**src/rtl/core/mjd_pkg.sv**
```systemverilog
package mjd_pkg;

    localparam int SAMPLE_W  = 12;
    localparam int COUNT_W   = 8;
    localparam int TIME_W    = 16;
    localparam int DRIVE_W   = 9;
    localparam int OP_W      = 2;
    localparam int CFG_IDX_W = 3;
    localparam int CFG_DAT_W = 16;

    localparam logic [OP_W-1:0] OP_TICK  = 2'd0;
    localparam logic [OP_W-1:0] OP_START = 2'd1;
    localparam logic [OP_W-1:0] OP_STOP  = 2'd2;

    localparam logic [CFG_IDX_W-1:0] REG_JAM_THRESHOLD = 3'd0;
    localparam logic [CFG_IDX_W-1:0] REG_DEBOUNCE      = 3'd1;
    localparam logic [CFG_IDX_W-1:0] REG_BLANK_TIME    = 3'd2;
    localparam logic [CFG_IDX_W-1:0] REG_STOP_TIME     = 3'd3;
    localparam logic [CFG_IDX_W-1:0] REG_REVERSE_TIME  = 3'd4;
    localparam logic [CFG_IDX_W-1:0] REG_PAUSE_TIME    = 3'd5;
    localparam logic [CFG_IDX_W-1:0] REG_REVERSE_DRIVE = 3'd6;
    localparam logic [CFG_IDX_W-1:0] REG_RUN_DRIVE     = 3'd7;

    localparam logic [SAMPLE_W-1:0]       RST_JAM_THRESHOLD = 12'd3600;
    localparam logic [COUNT_W-1:0]        RST_DEBOUNCE      = 8'd5;
    localparam logic [TIME_W-1:0]         RST_BLANK_TIME    = 16'd500;
    localparam logic [TIME_W-1:0]         RST_STOP_TIME     = 16'd200;
    localparam logic [TIME_W-1:0]         RST_REVERSE_TIME  = 16'd500;
    localparam logic [TIME_W-1:0]         RST_PAUSE_TIME    = 16'd200;
    localparam logic signed [DRIVE_W-1:0] RST_REVERSE_DRIVE = -9'sd200;
    localparam logic signed [DRIVE_W-1:0] RST_RUN_DRIVE     = 9'sd225;

    typedef enum logic [1:0] {
        MODE_IDLE  = 2'd0,
        MODE_RUN   = 2'd1,
        MODE_CLEAR = 2'd2
    } mode_t;

    typedef enum logic [1:0] {
        PH_STOP    = 2'd0,
        PH_REVERSE = 2'd1,
        PH_PAUSE   = 2'd2
    } phase_t;

    typedef struct packed {
        logic [SAMPLE_W-1:0]       jam_threshold;
        logic [COUNT_W-1:0]        debounce_limit;
        logic [TIME_W-1:0]         blank_time;
        logic [TIME_W-1:0]         stop_time;
        logic [TIME_W-1:0]         reverse_time;
        logic [TIME_W-1:0]         pause_time;
        logic signed [DRIVE_W-1:0] reverse_drive;
        logic signed [DRIVE_W-1:0] run_drive;
    } cfg_t;

    typedef struct packed {
        logic                      jam_cleared;
        logic                      jam_detected;
        logic                      drive_update;
        logic signed [DRIVE_W-1:0] motor_drive;
        logic [1:0]                clear_phase;
        logic [1:0]                mode;
    } result_t;

endpackage

```
**src/rtl/core/motor_jam_detect_and_clear_top.sv**
```systemverilog
// channel   | dir | payload (lowest bit up)                               | request
// s_*       | in  | tdata: current_sample[11:0]; tuser: opcode[1:0]       | s_tvalid & s_tready
// m_*       | out | tdata: mode, clear_phase, motor_drive, drive_update,  | m_tvalid & m_tready
//           |     |        jam_detected, jam_cleared                      |
// cfg_*     | in  | cfg_addr selects register, cfg_wdata holds value       | cfg_we
//
// one request per cycle sustained while m_tready is high
// input register, then state update and result register in one pass
// rst_n clears state to idle and the config registers to their defaults
// a stalled result holds in the output register; s_tready stays high while
// the input stage can move on
module motor_jam_detect_and_clear_top
    import mjd_pkg::*;
(
    input  logic                 clk,
    input  logic                 rst_n,
    input  logic                 s_tvalid,
    output logic                 s_tready,
    input  logic [15:0]          s_tdata,   // current_sample[11:0], zero pad
    input  logic [1:0]           s_tuser,   // opcode[1:0]
    output logic                 m_tvalid,
    input  logic                 m_tready,
    output logic [15:0]          m_tdata,   // mode[1:0], clear_phase[3:2], motor_drive[12:4],
                                            // drive_update[13], jam_detected[14], jam_cleared[15]
    input  logic                 cfg_we,
    input  logic [CFG_IDX_W-1:0] cfg_addr,
    input  logic [CFG_DAT_W-1:0] cfg_wdata
);

    cfg_t    cfg;
    result_t res;

    logic                s1_valid_reg;
    logic [SAMPLE_W-1:0] s1_sample_reg;
    logic [OP_W-1:0]     s1_op_reg;
    logic                out_valid_reg;
    result_t             out_data_reg;
    logic                s1_advance;

    assign s1_advance = s1_valid_reg && (!out_valid_reg || m_tready);
    assign s_tready   = !s1_valid_reg || s1_advance;

    always_ff @(posedge clk or negedge rst_n)
    begin
        if (!rst_n)
        begin
            s1_valid_reg  <= 1'b0;
            out_valid_reg <= 1'b0;
        end
        else
        begin
            if (s_tready)
            begin
                s1_valid_reg <= s_tvalid;
            end
            if (s1_advance)
            begin
                out_valid_reg <= 1'b1;
            end
            else if (m_tready)
            begin
                out_valid_reg <= 1'b0;
            end
        end
    end

    always_ff @(posedge clk)
    begin
        if (s_tvalid && s_tready)
        begin
            s1_sample_reg <= s_tdata[SAMPLE_W-1:0];
            s1_op_reg     <= s_tuser;
        end
        if (s1_advance)
        begin
            out_data_reg <= res;
        end
    end

    mjd_cfg u_cfg (
        .clk       (clk),
        .rst_n     (rst_n),
        .cfg_we    (cfg_we),
        .cfg_addr  (cfg_addr),
        .cfg_wdata (cfg_wdata),
        .cfg       (cfg)
    );

    mjd_step u_step (
        .clk    (clk),
        .rst_n  (rst_n),
        .en     (s1_advance),
        .sample (s1_sample_reg),
        .opcode (s1_op_reg),
        .cfg    (cfg),
        .res    (res)
    );

    assign m_tvalid = out_valid_reg;
    assign m_tdata  = out_data_reg;

endmodule

```
**src/rtl/core/mjd_cfg.sv**
```systemverilog
module mjd_cfg
    import mjd_pkg::*;
(
    input  logic                 clk,
    input  logic                 rst_n,
    input  logic                 cfg_we,
    input  logic [CFG_IDX_W-1:0] cfg_addr,
    input  logic [CFG_DAT_W-1:0] cfg_wdata,
    output cfg_t                 cfg
);

    cfg_t cfg_reg;

    always_ff @(posedge clk or negedge rst_n)
    begin
        if (!rst_n)
        begin
            cfg_reg.jam_threshold  <= RST_JAM_THRESHOLD;
            cfg_reg.debounce_limit <= RST_DEBOUNCE;
            cfg_reg.blank_time     <= RST_BLANK_TIME;
            cfg_reg.stop_time      <= RST_STOP_TIME;
            cfg_reg.reverse_time   <= RST_REVERSE_TIME;
            cfg_reg.pause_time     <= RST_PAUSE_TIME;
            cfg_reg.reverse_drive  <= RST_REVERSE_DRIVE;
            cfg_reg.run_drive      <= RST_RUN_DRIVE;
        end
        else if (cfg_we)
        begin
            unique case (cfg_addr)
                REG_JAM_THRESHOLD: cfg_reg.jam_threshold  <= cfg_wdata[SAMPLE_W-1:0];
                REG_DEBOUNCE:      cfg_reg.debounce_limit <= cfg_wdata[COUNT_W-1:0];
                REG_BLANK_TIME:    cfg_reg.blank_time     <= cfg_wdata[TIME_W-1:0];
                REG_STOP_TIME:     cfg_reg.stop_time      <= cfg_wdata[TIME_W-1:0];
                REG_REVERSE_TIME:  cfg_reg.reverse_time   <= cfg_wdata[TIME_W-1:0];
                REG_PAUSE_TIME:    cfg_reg.pause_time     <= cfg_wdata[TIME_W-1:0];
                REG_REVERSE_DRIVE: cfg_reg.reverse_drive  <= signed'(cfg_wdata[DRIVE_W-1:0]);
                REG_RUN_DRIVE:     cfg_reg.run_drive      <= signed'(cfg_wdata[DRIVE_W-1:0]);
                default:           cfg_reg.run_drive      <= cfg_reg.run_drive;
            endcase
        end
    end

    assign cfg = cfg_reg;

endmodule

```
**src/rtl/core/mjd_step.sv**
```systemverilog
module mjd_step
    import mjd_pkg::*;
(
    input  logic                clk,
    input  logic                rst_n,
    input  logic                en,
    input  logic [SAMPLE_W-1:0] sample,
    input  logic [OP_W-1:0]     opcode,
    input  cfg_t                cfg,
    output result_t             res
);

    mode_t               mode_reg, mode_next;
    phase_t              phase_reg, phase_next;
    logic [TIME_W-1:0]   elapsed_reg, elapsed_next;
    logic [COUNT_W-1:0]  overload_reg, overload_next;

    logic [TIME_W-1:0]         elapsed_inc;
    logic [COUNT_W-1:0]        overload_inc;
    logic signed [DRIVE_W-1:0] drive;
    logic                      update, detected, cleared;

    always_ff @(posedge clk or negedge rst_n)
    begin
        if (!rst_n)
        begin
            mode_reg     <= MODE_IDLE;
            phase_reg    <= PH_STOP;
            elapsed_reg  <= '0;
            overload_reg <= '0;
        end
        else if (en)
        begin
            mode_reg     <= mode_next;
            phase_reg    <= phase_next;
            elapsed_reg  <= elapsed_next;
            overload_reg <= overload_next;
        end
    end

    // saturating counters
    assign elapsed_inc  = (&elapsed_reg) ? elapsed_reg : elapsed_reg + 1'b1;
    assign overload_inc = (&overload_reg) ? overload_reg : overload_reg + 1'b1;

    always_comb
    begin
        mode_next     = mode_reg;
        phase_next    = phase_reg;
        elapsed_next  = elapsed_reg;
        overload_next = overload_reg;
        drive         = '0;
        update        = 1'b0;
        detected      = 1'b0;
        cleared       = 1'b0;

        if (opcode == OP_START)
        begin
            mode_next     = MODE_RUN;
            phase_next    = PH_STOP;
            elapsed_next  = '0;
            overload_next = '0;
            drive         = cfg.run_drive;
            update        = 1'b1;
        end
        else if (opcode == OP_STOP)
        begin
            mode_next  = MODE_IDLE;
            phase_next = PH_STOP;
            update     = 1'b1;
        end
        else
        begin
            unique case (mode_reg)
                MODE_RUN:
                begin
                    elapsed_next = elapsed_inc;
                    if (elapsed_inc > cfg.blank_time)
                    begin
                        if (sample > cfg.jam_threshold)
                        begin
                            overload_next = overload_inc;
                            if (overload_inc > cfg.debounce_limit)
                            begin
                                mode_next    = MODE_CLEAR;
                                phase_next   = PH_STOP;
                                elapsed_next = '0;
                                detected     = 1'b1;
                            end
                        end
                        else
                        begin
                            overload_next = '0;
                        end
                    end
                end
                MODE_CLEAR:
                begin
                    elapsed_next = elapsed_inc;
                    update       = 1'b1;
                    unique case (phase_reg)
                        PH_STOP:
                        begin
                            if (elapsed_inc > cfg.stop_time)
                            begin
                                phase_next   = PH_REVERSE;
                                elapsed_next = '0;
                            end
                        end
                        PH_REVERSE:
                        begin
                            drive = cfg.reverse_drive;
                            if (elapsed_inc > cfg.reverse_time)
                            begin
                                phase_next   = PH_PAUSE;
                                elapsed_next = '0;
                            end
                        end
                        default:
                        begin
                            if (elapsed_inc > cfg.pause_time)
                            begin
                                mode_next     = MODE_RUN;
                                phase_next    = PH_STOP;
                                elapsed_next  = '0;
                                overload_next = '0;
                                drive         = cfg.run_drive;
                                cleared       = 1'b1;
                            end
                        end
                    endcase
                end
                default:
                begin
                    mode_next = mode_reg;
                end
            endcase
        end
    end

    always_comb
    begin
        res.mode         = mode_next;
        res.clear_phase  = (mode_next == MODE_CLEAR) ? phase_next : PH_STOP;
        res.motor_drive  = drive;
        res.drive_update = update;
        res.jam_detected = detected;
        res.jam_cleared  = cleared;
    end

endmodule
```
**config.mk**
```make
export PLATFORM = sky130hd
export DESIGN_NAME = motor_jam_detect_and_clear_top
export DESIGN_NICKNAME = d
export VERILOG_FILES = /design/src/rtl/core/mjd_pkg.sv /design/src/rtl/core/motor_jam_detect_and_clear_top.sv /design/src/rtl/core/mjd_cfg.sv /design/src/rtl/core/mjd_step.sv
export SDC_FILE = /design/constraint.sdc
export NUM_CORES = 1
export LEC_CHECK = 0
export BUFFER_PORTS_ARGS = -buffer_cell sky130_fd_sc_hd__buf_2
export CAP_MARGIN = 20
export CORE_MARGIN = 4
export CORE_UTILIZATION = 55
export DETAILED_ROUTE_END_ITERATION = 16
export HOLD_SLACK_MARGIN = 0.06
export PLACE_DENSITY = 0.76
export SLEW_MARGIN = 10
export SYNTH_ARGS = -nofsm -noshare
export SYNTH_HDL_FRONTEND = slang
export SYNTH_HIERARCHICAL = 1
export SYNTH_SLANG_ARGS = --single-unit
```
**constraint.sdc**
```tcl
create_clock -name clk -period 3.82 [get_ports clk]
set_input_delay 0.573 -clock clk [delete_from_list [all_inputs] [get_ports clk]]
set_output_delay 0.573 -clock clk [all_outputs]
set_load 0.03 [all_outputs]
```
==> flow_summary.json <==
{
  "worst_ep_arrival_time_ns": 4.16,
  "drive_gt1_frac": 0.442,
  "syn_area_sq_mm": 0.00948,
  "drcViolationCount": 0,
  "routed_wl_um": 23600,
  "cts_buffers": 17,
  "final-setup-viol-count": 39,
  "largest_reg_flops": 102,
  "start_kind": "flop",
  "grt_pass1_vias": 7099,
  "yosys.area.top_type_share": 0.264,
  "register_area_sq_mm": 0.00424,
  "clk_latency_ns": 0.43,
  "hpwl_um": 15200,
  "synth-xor-area-share": 0.0188,
  "muxShareOfSynthArea": 0.141,
  "initialDrtViolationCount": 594,
  "synth-simple-area-share": 0.115,
  "total_power_mw": 5.77,
  "die_area_sq_mm": 0.0194,
  "violations": "negative setup slack",
  "vias_per_cell": 5.85,
  "crit_slowest_cell": "dfrtp_1",
  "initial_core_util": 0.565,
  "core_area_sq_mm": 0.0168,
  "die_w_um": 139,
  "path_class": "reg2reg",
  "tns_ns": -3.43,
  "num_vias": 7090,
  "row_count": 47,
  "syn_inst": 816,
  "synthArstFlopShare": 0.815,
  "cp_cell_sequence": "ha_2 -> nand3_2 -> or2_4 -> nor2_8 -> nor4_4 -> nand3_2 -> nand2_2 -> nand2_8 -> ha_4 -> nand4_1 -> nor4_2 -> o21ai_1 -> a211oi_1 -> buf_4 -> o221ai_4 -> buf_6 -> o211a_1 -> a211oi_4 -> a211oi_2",
  "synth_top_family_by_area": "multiplexers",
  "skew_ns": 0.0113,
  "pwr_density_cell_mw_per_mm2": 483,
  "tritoncts": "yes",
  "grt_start_max_net_pins": 72,
  "setup.worst_path.end_class": "flop",
  "globalRouteTotalUtil": 0.236,
  "synth_edf_count": 30,
  "p_leak_nw": 5.61,
  "clkTransAtPathRegs_ns": 0.07,
  "postSynthAreaPerCell_sq_um": 11.6,
  "rr_endpoint": "m_tdata[2]",
  "hold_viol_final": 0,
  "pre_cts_ws_ns": -0.303,
  "synth_compound_area_frac": 0.109,
  "critical-path-max-stage-delay_ns": 0.39,
  "rsz0062_at_grt": "true",
  "root_buffer": "clkbuf_16",
  "hold_class": "in2async",
  "slew_viol_final": 0,
  "reg2reg_from": "u_step/elapsed_reg[1]",
  "ys_top_cells_by_area": "dfrtp_1 (26%), ha_1 (11%), mux2_2 (10%)",
  "clock_tree.buffer_depth": 2,
  "period_share": 1.05,
  "drt-pass1-iter-count": 5,
  "final_cell_mix": "buf_4 (100), dfrtp_1 (100), inv_1 (94)",
  "io_buffers": 55,
  "tightest_slew_ns": 1.21,
  "synthFlopType": "dfrtp_1",
  "wl_per_cell_um": 19.5,
  "r2r_setup_slack_ns": -0.17,
  "hold_ws_ns": 0.222,
  "cp.required_ns": 3.99,
  "antenna_found_initial": 1,
  "num_io_pins": 60,
  "postLayoutCoreUtil": 0.712,
  "yosys_warnings": 6,
  "hold_buffers": 0,
  "netlist.top_cell.by_area": "dfrtp_1",
  "peakVddDrop_mv": 0.375,
  "outcome": "complete, but fails checks",
  "die_y_um": 139,
  "max_freq_mhz": 250,
  "crit_fanout": 5,
  "postRouteAntennaNets": 0,
  "routabilityCongestion": 0.878,
  "maxCapViolations": 0,
  "reg2regPathDepth": 19,
  "cp_common_cell": "nand3_2",
  "period_minus_slack_ns": 3.99,
  "grt_pass1_wl_um": 36600,
  "grt_overflow": 0,
  "synth_fp_nets": 942,
  "synthAdderAreaFrac": 0.111,
  "syn2layout_area_growth_pct": 25.9,
  "ys_seq_area_frac": 0.448,
  "diodes": 0,
  "num-fill-cells": 1114,
  "multi_input_area_sq_mm": 0.00522,
  "yosysUniqueCellTypes": 72,
  "cts.sinks": 162,
  "h-tree-depth": 4,
  "fin_ws_ns": -0.173,
  "nNetsFinal": 1104,
  "ys_ff_latch": 162,
  "relSlewSlack": 0.195
}
## layout make-up
cell class,instances,share of cell area
clock buffers,17,0.0357
clock inverters,15,0.0174
inverters,94,0.0296
multi-input cells,536,0.438
flip-flops and latches,162,0.356
well taps,220,0.0231
repair buffers,167,0.101
## critical path, delay by kind of cell, from the launching register on
| kind | cells | cell delay, ns |
|---|---|---|
| buffers and inverters | 2 | 0.32 |
| and+or+nand+nor | 9 | 1.47 |
| DFF | 1 | 0.39 |
| adders and majority gates | 2 | 0.47 |
| AOI/OAI and AO/OA | 6 | 1.06 |
## worst max path at each step
stage | from | endpoint | slack [ns] | cells after the start
after floorplan | u_step/elapsed_reg[0] | u_step/overload_reg[1] | -0.05 | 18
after global placement | u_step/elapsed_reg[0] | u_step/elapsed_reg[0] | -0.21 | 18
after detailed placement | u_step/elapsed_reg[0] | m_tdata[3] | -0.30 | 17
after CTS | u_step/elapsed_reg[1] | m_tdata[2] | -0.25 | 19
after global routing | u_step/elapsed_reg[4] | u_step/elapsed_reg[0] | -0.35 | 18
final | u_step/elapsed_reg[1] | m_tdata[2] | -0.17 | 19
## kinds of logic after synthesis
logic type / Yosys count
AOI/OAI and AO/OA: 137
xor gates and xnor gates: 14
adders and majority gates: 84
buffers and inverters: 118
DFF: 162
muxes: 113
and+or+nand+nor: 188
## power by group
part	switching (mW)	internal, mW
logic	0.877	0.794
registers	0.179	2.13
clock network	0.830	0.959
total	1.89	3.88
## repair_timing
action / in CTS / in global routing
cloned: 2 / 0
pin swaps: 21 / 44
resized for setup: 54 / 51
setup buffers: 9 / 5
endpoints found under the setup margin: 41 / 43
## cell usage after synthesis (all sizes together) (5+ instances only)
library cell and number:
xnor2 6, nand2 58, o211ai 5, a211oi 6, edfxtp 30, clkbuf 6
dfstp 32, nor2b 5, or2 7, a21oi 37, nand2b 10, inv 94
ha 84, nand4 17, a21o 16, nor3 14, a22o 16, and3 10
buf 18, a221oi 11, nor2 23, o21ai 19, mux2 104, dfrtp 100
nand3 16, mux2i 9
## metal layers
layer | up-vias | part of all wire | wire, um | global-route usage
met2 | 257 | 0.49 | 11600 | 0.393
met5 | - | 0.00030 | 7 | 0
met1 | 3483 | 0.42 | 10000 | 0.314
met3 | 69 | 0.053 | 1250 | 0.0429
met4 | 2 | 0.031 | 735 | 0.0757
li1 | 3279 | - | - | -
## stage by stage
| step | cells | area (sq um) |
|---|---|---|
| 2_1_floorplan | 816 | 9520 |
| 3_3_place_gp | 1164 | 10700 |
| 3_5_place_dp | 1164 | 10700 |
| 4_1_cts | 1207 | 11600 |
| 5_1_grt | 1211 | 11900 |
| 6_report | 1211 | 11900 |
(Power assumes the default switching activity.)
